[src/design/calendar_date_difference_macros.svh]
// ----------------------------------------------------------------------------
// Calendar date difference assertion macros
// Concurrent assertion wrappers that drop out of synthesis builds.
// ----------------------------------------------------------------------------
`ifndef CALENDAR_DATE_DIFFERENCE_MACROS_SVH
`define CALENDAR_DATE_DIFFERENCE_MACROS_SVH

`ifndef SYNTHESIS

// The property must hold at every clock edge outside reset.
`define CDD_ASSERT(lbl, clk, rst_n, prop, msg) \
  lbl: assert property (@(posedge clk) disable iff (!rst_n) (prop)) else $error(msg);

// The condition must never be true outside reset.
`define CDD_ASSERT_NEVER(lbl, clk, rst_n, cond, msg) \
  lbl: assert property (@(posedge clk) disable iff (!rst_n) !(cond)) else $error(msg);

`else

`define CDD_ASSERT(lbl, clk, rst_n, prop, msg)
`define CDD_ASSERT_NEVER(lbl, clk, rst_n, cond, msg)

`endif

`endif

[src/design/cdd_pkg.sv]
// ----------------------------------------------------------------------------
// Calendar date difference package
// Field widths, calendar constants and the cumulative month table.
// ----------------------------------------------------------------------------
`timescale 1ns / 1ps

package cdd_pkg;

  localparam int unsigned YEAR_W  = 14;
  localparam int unsigned MONTH_W = 4;
  localparam int unsigned DAY_W   = 5;
  localparam int unsigned COUNT_W = 22;

  // A day number for any 14-bit year stays below 2^23.
  localparam int unsigned DN_W = 23;

  localparam int unsigned MAX_YEAR_DEF = 9999;

  localparam logic [DN_W-1:0]    DAYS_PER_YEAR = DN_W'(365);
  localparam logic [DN_W-1:0]    COUNT_MAX     = DN_W'((2 ** COUNT_W) - 1);
  localparam logic [MONTH_W-1:0] MONTH_FIRST   = MONTH_W'(1);
  localparam logic [MONTH_W-1:0] MONTH_LAST    = MONTH_W'(12);

  // Division by 100 as a multiply by a rounded-up reciprocal and a shift.
  // Exact for every dividend below 2^20 / 24, which covers all years.
  localparam int unsigned RECIP_SHIFT  = 20;
  localparam int unsigned RECIP_100_I  = ((2 ** RECIP_SHIFT) + 99) / 100;
  localparam int unsigned RECIP_PROD_W = YEAR_W + $clog2(RECIP_100_I + 1);
  localparam int unsigned Q100_W       = RECIP_PROD_W - RECIP_SHIFT;
  localparam logic [RECIP_PROD_W-1:0] RECIP_100 = RECIP_PROD_W'(RECIP_100_I);

  localparam int unsigned CUM_W = 9;

  // Days elapsed before the first of each month; row 1 is for leap years.
  localparam logic [CUM_W-1:0] CUM_DAYS [2][12] = '{
    '{9'd0, 9'd31, 9'd59, 9'd90, 9'd120, 9'd151,
      9'd181, 9'd212, 9'd243, 9'd273, 9'd304, 9'd334},
    '{9'd0, 9'd31, 9'd60, 9'd91, 9'd121, 9'd152,
      9'd182, 9'd213, 9'd244, 9'd274, 9'd305, 9'd335}
  };

endpackage

[src/design/cdd_day_number.sv]
// ----------------------------------------------------------------------------
// Calendar date difference: day number
// Converts a clean date into days counted from the start of year 0.
// ----------------------------------------------------------------------------
`timescale 1ns / 1ps

module cdd_day_number (
  input  logic [cdd_pkg::YEAR_W-1:0]  year_i,
  input  logic [cdd_pkg::MONTH_W-1:0] month_i,
  input  logic [cdd_pkg::DAY_W-1:0]   day_i,
  output logic [cdd_pkg::DN_W-1:0]    day_num_o
);

  import cdd_pkg::*;

  logic [YEAR_W-1:0]       prev_year;
  logic [RECIP_PROD_W-1:0] prod_year;
  logic [RECIP_PROD_W-1:0] prod_prev;
  logic [Q100_W-1:0]       cent_year;
  logic [Q100_W-1:0]       cent_prev;
  logic                    year_zero;
  logic                    div4;
  logic                    div100;
  logic                    div400;
  logic                    leap;
  logic [DN_W-1:0]         base_calc;
  logic [DN_W-1:0]         base;
  logic [MONTH_W-1:0]      month_idx;
  logic [CUM_W-1:0]        cum_days;

  assign year_zero = (year_i == '0);
  assign prev_year = year_i - YEAR_W'(1);

  assign prod_year = RECIP_PROD_W'(year_i) * RECIP_100;
  assign prod_prev = RECIP_PROD_W'(prev_year) * RECIP_100;
  assign cent_year = prod_year[RECIP_PROD_W-1:RECIP_SHIFT];
  assign cent_prev = prod_prev[RECIP_PROD_W-1:RECIP_SHIFT];

  // The year is a multiple of 100 exactly when its hundreds count differs
  // from that of the year before.
  assign div4   = (year_i[1:0] == 2'b00);
  assign div100 = (cent_year != cent_prev);
  assign div400 = div100 && (cent_year[1:0] == 2'b00);
  assign leap   = year_zero || (div4 && !div100) || div400;

  // Year 0 is a leap year, so every later year starts one day further on.
  assign base_calc = DN_W'(year_i) * DAYS_PER_YEAR
                   + DN_W'(prev_year[YEAR_W-1:2])
                   - DN_W'(cent_prev)
                   + DN_W'(cent_prev[Q100_W-1:2])
                   + DN_W'(1);
  assign base = year_zero ? '0 : base_calc;

  assign month_idx = month_i - MONTH_FIRST;
  assign cum_days  = CUM_DAYS[leap][month_idx];

  assign day_num_o = base + DN_W'(cum_days) + DN_W'(day_i);

endmodule

[src/design/calendar_date_difference.sv]
// ----------------------------------------------------------------------------
// Calendar date difference
// Number of days between two Gregorian dates, one date pair per cycle unless stalled.
// ----------------------------------------------------------------------------
// The block accepts one date pair every cycle while in_stall_o is low and
// returns one day count for each, in order. A pair lands in an input
// register, both dates are turned into day numbers by closed-form logic in
// a single stage, and the count is held in a result register. A result is
// valid once its item reaches that register and is taken at a clock edge
// where out_stall_i is low. Input stall rises only while both registers are
// full and the result is stalled. Years above MAX_YEAR are clamped to it,
// months below 1 or above 12 are clamped into range, and days are used as
// given. The dates are ordered by year, month and day first; a count that would
// be negative for ordered dates reads as 0, and one beyond 22 bits saturates.
`timescale 1ns / 1ps

`include "calendar_date_difference_macros.svh"

module calendar_date_difference #(
  parameter int unsigned MAX_YEAR = cdd_pkg::MAX_YEAR_DEF
) (
  input  logic                        clk_i,
  input  logic                        rst_ni,
  input  logic                        in_valid_i,
  output logic                        in_stall_o,
  input  logic [cdd_pkg::YEAR_W-1:0]  first_year_i,
  input  logic [cdd_pkg::MONTH_W-1:0] first_month_i,
  input  logic [cdd_pkg::DAY_W-1:0]   first_day_i,
  input  logic [cdd_pkg::YEAR_W-1:0]  second_year_i,
  input  logic [cdd_pkg::MONTH_W-1:0] second_month_i,
  input  logic [cdd_pkg::DAY_W-1:0]   second_day_i,
  output logic                        out_valid_o,
  input  logic                        out_stall_i,
  output logic [cdd_pkg::COUNT_W-1:0] day_count_o
);

  import cdd_pkg::*;

  localparam int unsigned YEAR_TOP = (2 ** YEAR_W) - 1;
  localparam logic [YEAR_W-1:0] YEAR_CAP =
    YEAR_W'((MAX_YEAR > YEAR_TOP) ? YEAR_TOP : MAX_YEAR);

  logic                in_vld_q, in_vld_d;
  logic [YEAR_W-1:0]   y1_q, y2_q;
  logic [MONTH_W-1:0]  m1_q, m2_q;
  logic [DAY_W-1:0]    d1_q, d2_q;
  logic                out_vld_q, out_vld_d;
  logic [COUNT_W-1:0]  cnt_q, cnt_d;

  logic                adv_out;
  logic                in_load;
  logic                cnt_load;

  logic [YEAR_W-1:0]   y1_fix, y2_fix;
  logic [MONTH_W-1:0]  m1_fix, m2_fix;
  logic [DN_W-1:0]     dn1, dn2;
  logic [DN_W-1:0]     dn_hi, dn_lo;
  logic [DN_W-1:0]     diff;
  logic                first_later;
  logic                same_date;

  // Handshake: the result register frees up when empty or being taken.
  assign adv_out     = !out_vld_q || !out_stall_i;
  assign in_stall_o  = in_vld_q && !adv_out;
  assign in_load     = in_valid_i && !in_stall_o;
  assign cnt_load    = adv_out && in_vld_q;
  assign out_valid_o = out_vld_q;
  assign day_count_o = cnt_q;

  always_comb begin
    in_vld_d = in_vld_q;
    if (!in_stall_o) begin
      in_vld_d = in_valid_i;
    end
  end

  always_comb begin
    out_vld_d = out_vld_q;
    if (adv_out) begin
      out_vld_d = in_vld_q;
    end
  end

  always_ff @(posedge clk_i or negedge rst_ni) begin
    if (!rst_ni) begin
      in_vld_q  <= 1'b0;
      out_vld_q <= 1'b0;
    end else begin
      in_vld_q  <= in_vld_d;
      out_vld_q <= out_vld_d;
    end
  end

  always_ff @(posedge clk_i) begin
    if (in_load) begin
      y1_q <= first_year_i;
      m1_q <= first_month_i;
      d1_q <= first_day_i;
      y2_q <= second_year_i;
      m2_q <= second_month_i;
      d2_q <= second_day_i;
    end
    if (cnt_load) begin
      cnt_q <= cnt_d;
    end
  end

  // Clean up the registered dates before anything else looks at them.
  always_comb begin
    y1_fix = (y1_q > YEAR_CAP) ? YEAR_CAP : y1_q;
    y2_fix = (y2_q > YEAR_CAP) ? YEAR_CAP : y2_q;
    m1_fix = m1_q;
    m2_fix = m2_q;
    if (m1_q < MONTH_FIRST) begin
      m1_fix = MONTH_FIRST;
    end else if (m1_q > MONTH_LAST) begin
      m1_fix = MONTH_LAST;
    end
    if (m2_q < MONTH_FIRST) begin
      m2_fix = MONTH_FIRST;
    end else if (m2_q > MONTH_LAST) begin
      m2_fix = MONTH_LAST;
    end
  end

  cdd_day_number u_day_num_first (
    .year_i    (y1_fix),
    .month_i   (m1_fix),
    .day_i     (d1_q),
    .day_num_o (dn1)
  );

  cdd_day_number u_day_num_second (
    .year_i    (y2_fix),
    .month_i   (m2_fix),
    .day_i     (d2_q),
    .day_num_o (dn2)
  );

  assign first_later = {y1_fix, m1_fix, d1_q} > {y2_fix, m2_fix, d2_q};
  assign same_date   = (y1_fix == y2_fix) && (m1_fix == m2_fix) && (d1_q == d2_q);

  // Ordered dates can still give a negative span when the days run past
  // the month lengths; that case reads as zero.
  always_comb begin
    dn_hi = first_later ? dn1 : dn2;
    dn_lo = first_later ? dn2 : dn1;
    diff  = (dn_hi >= dn_lo) ? (dn_hi - dn_lo) : '0;
    if (diff > COUNT_MAX) begin
      cnt_d = COUNT_MAX[COUNT_W-1:0];
    end else begin
      cnt_d = diff[COUNT_W-1:0];
    end
  end

  `CDD_ASSERT(a_stall_full, clk_i, rst_ni, in_stall_o |-> (out_vld_q && out_stall_i), "bad stall")
  `CDD_ASSERT(a_item_moves, clk_i, rst_ni, cnt_load |=> out_valid_o, "item lost")
  `CDD_ASSERT(a_same_zero, clk_i, rst_ni, (cnt_load && same_date) |=> day_count_o == '0, "nonzero")
  `CDD_ASSERT_NEVER(a_no_phantom, clk_i, rst_ni, out_vld_q && !$past(out_vld_q || in_vld_q), "no item")

endmodule
[config.mk]
export PLATFORM = sky130hd
export DESIGN_NAME = calendar_date_difference
export DESIGN_NICKNAME = d
export VERILOG_FILES = /design/src/design/cdd_pkg.sv /design/src/design/cdd_day_number.sv /design/src/design/calendar_date_difference.sv
export VERILOG_INCLUDE_DIRS = /design/src /design/src/design
export SDC_FILE = /design/constraint.sdc
export NUM_CORES = 1
export LEC_CHECK = 0
export ABC_AREA = 1
export BUFFER_PORTS_ARGS = -buffer_cell sky130_fd_sc_hd__buf_4
export CAP_MARGIN = 40
export CORE_AREA = 4 4 272 274
export CTS_CLUSTER_DIAMETER = 80
export CTS_CLUSTER_SIZE = 20
export DETAILED_ROUTE_END_ITERATION = 8
export DIE_AREA = 0 0 276 278
export PLACE_DENSITY_LB_ADDON = 0.3
export SYNTH_ARGS = -nofsm -noshare
export SYNTH_HDL_FRONTEND = slang
export SYNTH_SLANG_ARGS = --single-unit
[constraint.sdc]
create_clock -name clk_i -period 16.2 [get_ports clk_i]
set_clock_uncertainty 0.15 [all_clocks]
set_input_delay 3.24 -clock clk_i [delete_from_list [all_inputs] [get_ports clk_i]]
set_output_delay 3.24 -clock clk_i [all_outputs]
set_load 0.03 [all_outputs]
==> impl_metrics.csv <==
group,metric,value,unit
floorplan,die_x,276,um
synthesis,syn-cell-area,32030,sq um
setup_path,critPathKind,"reg -> reg",
synthesis,syn_inst,4264,
synthesis,synth_area_leaders,"ha_1 26%, fa_1 25%, inv_1 13%",
detailed_routing,firstDrtPassIters,6,
placed_design,portBuffers,73,
floorplan,start_util,0.4489,
cells_and_area,finalInstanceArea,34270,sq um
floorplan,die_y,278,um
run_status,status,"finished clean",
setup_path,worstPathMaxFanout,22,
cells_and_area,multiInputGateArea,25680,sq um
synthesis,synth_top_area_share,0.2574,
clock_tree,cts-hold-fix-buffers,0,
synthesis,ys_seq_area_frac,0.06531,
global_route,grt_pass1_vias,26400,
detailed_routing,wl_per_cell,16.11,um
setup_path,worstSetupStartpointType,"flop",
synthesis,async_flop_share,0.02857,
global_route,grt_pass1_wl,139500,um
min_path,hold_class,"reg -> reg",
placed_design,dp_hpwl,76230,um
clock_tree,cts_root_buffer,"clkbuf_16",
detailed_routing,vias,26490,
setup_path,arrival,15020,ps
run,drv_cap,0,
setup_path,crit_required,16290,ps
cells_and_area,final_core_util,0.4803,
clock_tree,cts.sink_count,70,
detailed_routing,routed_wl,85740,um
synthesis,ys_seq_elements,70,
timing,finalCriticalPeriod,14930,ps
synthesis,synthFlopType,"edfxtp_1",
cells_and_area,syn_to_final_growth,7.000,%
timing,finalHoldViolCount,0,
cells_and_area,fill_cells,7226,
detailed_routing,drc,0,
global_route,overflow,0,
setup_path,rr_worst_depth,66,
clock_tree,cts_htree_levels,3,
detailed_routing,vias_per_cell,4.977,
setup_path,slowest_delay,750,ps
floorplan,core_area,71360,sq um
timing,rsz0062_at_grt,"no",
clock_tree,path_clk_slew,70,ps
placed_design,pre_cts_ws,514.9,ps
synthesis,synth.most_common_cell,"inv_1",
synthesis,syn_nets,5367,
timing,maxSlewViolCount,0,
synthesis,synth_edf_count,68,
clock_tree,cts_made_buffers,9,
clock_tree,clk_path_buf_depth,2,
timing,worst_pin_slew,937.6,ps
floorplan,ios,74,
timing,setup_violations,0,
timing,setup_ws,1270,ps
synthesis,yosysTopAreaCell,"ha_1",
synthesis,netlist-cell-type-count,59,
floorplan,die-area,76730,sq um
detailed_routing,dr.first_iter.drc_count,1785,
placed_design,placed_area,33920,sq um
synthesis,yosysWarnings,0,
clock_tree,clkLatencyLatePin,410,ps
clock_tree,cts_tree,"built",
global_route,grt_use_total,0.2248,
setup_path,critPathMostFrequentCell,"inv_1",
global_route,grt_max_degree,88,
synthesis,netlist_top_cells_count,"1,090 x inv_1, 926 x nand2_1, 659 x ha_1, 394 x fa_1, 270 x nor2_1",
cells_and_area,ff_latch_area,2092,sq um
floorplan,row_count,98,
detailed_routing,ant_nets,0,
timing,finalCritPeriodShare,0.9216,
timing,tns,0,ps
cells_and_area,nNetsFinal,5468,
setup_path,slowest_stage,"xor2_1",
timing,maxClockFrequency,66.98,MHz
cells_and_area,layout-drive-gt1-share,0.05080,
synthesis,avgSynthCellArea,7.512,sq um
min_path,whs_path_depth,2,
global_route,grt_antenna_before_repair,4,
setup_path,cp-end-kind,"flop",
timing,slew_headroom,0.3728,
placed_design,place_congestion,0.9452,
[cell usage in the layout, fill, tap and decap left out, types with 5 or more instances in the layout]
| cell type | count |
|---|---|
| a21o_1 | 13 |
| a21oi_1 | 162 |
| buf_4 | 115 |
| clkbuf_16 | 9 |
| edfxtp_1 | 68 |
| fa_1 | 394 |
| ha_1 | 659 |
| inv_1 | 1089 |
| inv_2 | 9 |
| nand2_1 | 926 |
| nand2_2 | 10 |
| nand3_1 | 165 |
| nand3_2 | 5 |
| nand3b_1 | 10 |
| nand4_1 | 63 |
| nor2_1 | 269 |
| nor2_2 | 14 |
| nor3_1 | 26 |
| nor4_1 | 7 |
| o21ai_0 | 96 |
| o21ai_1 | 28 |
| o21ai_2 | 8 |
| o21bai_1 | 31 |
| or2_2 | 23 |
| xnor2_1 | 29 |
| xor2_1 | 71 |
| xor2_2 | 5 |
[routing by layer]
| metal | up-vias | GRT usage | wire [um] |
|---|---|---|---|
| li1 | 13390 | - | - |
| met1 | 12370 | 0.3081 | 40120 |
| met2 | 606 | 0.3786 | 39280 |
| met3 | 117 | 0.03221 | 4296 |
| met4 | 8 | 0.05147 | 1984 |
| met5 | - | 0 | 51 |
[worst max-delay path: cells and delay by family, from the launching register on]
kind            cells  cell delay [ps]
fa+ha+maj          15             6420
compound gates     10             2100
flops               1              460
xor+xnor            3             1180
buf+inv            14             1360
simple gates       24             3090
[cells by family after synthesis]
family,synth area share
simple gates,0.2019
buf+inv,0.1345
compound gates,0.06543
flops,0.06531
xor+xnor,0.02918
fa+ha+maj,0.5037
[per-stage QoR]
step	hold slack, ps	instances
floorplan	283.1	4264
global placement	299.9	5292
detailed placement	316.4	5300
CTS	333.3	5316
global route	358.6	5320
finish	331.5	5321
[path summary, 6_finish.rpt]
kind | slack, ps | from | endpoint
max in group asynchronous | 13350 | rst_ni | in_vld_q
min | 330 | in_vld_q | out_valid_o
max reg2reg | 1270 | y2_q[4] | day_count_o[21]
min reg2reg | 330 | in_vld_q | out_valid_o
max | 1270 | y2_q[4] | day_count_o[21]
min in group asynchronous | 2460 | rst_ni | out_valid_o
[sequential cells by signal, summed over array words and instances, names as in the netlist]
register and count:
y2_q 14, y1_q 14, m1_q 4, m2_q 4, d2_q 5, day_count_o 22, d1_q 5, in_vld_q 1
out_valid_o 1
[repair_timing]
item / in CTS / in global routing
resized for setup: 0 / 6
endpoints found under the setup margin: 0 / 22
setup buffers: 0 / 4
[final cells by class]
class / instances / area share
multi-input combinational: 3065 / 0.7493
antenna: 1 / 0.00007301
tap: 950 / 0.03468
sequential: 70 / 0.06104
clock buffer: 9 / 0.006571
timing repair buffer: 116 / 0.02563
clock inverter: 7 / 0.001789
inverter: 1103 / 0.1209
Power is not shown: default switching activity piles up to over one toggle a cycle in this logic, so the estimate is an artifact.
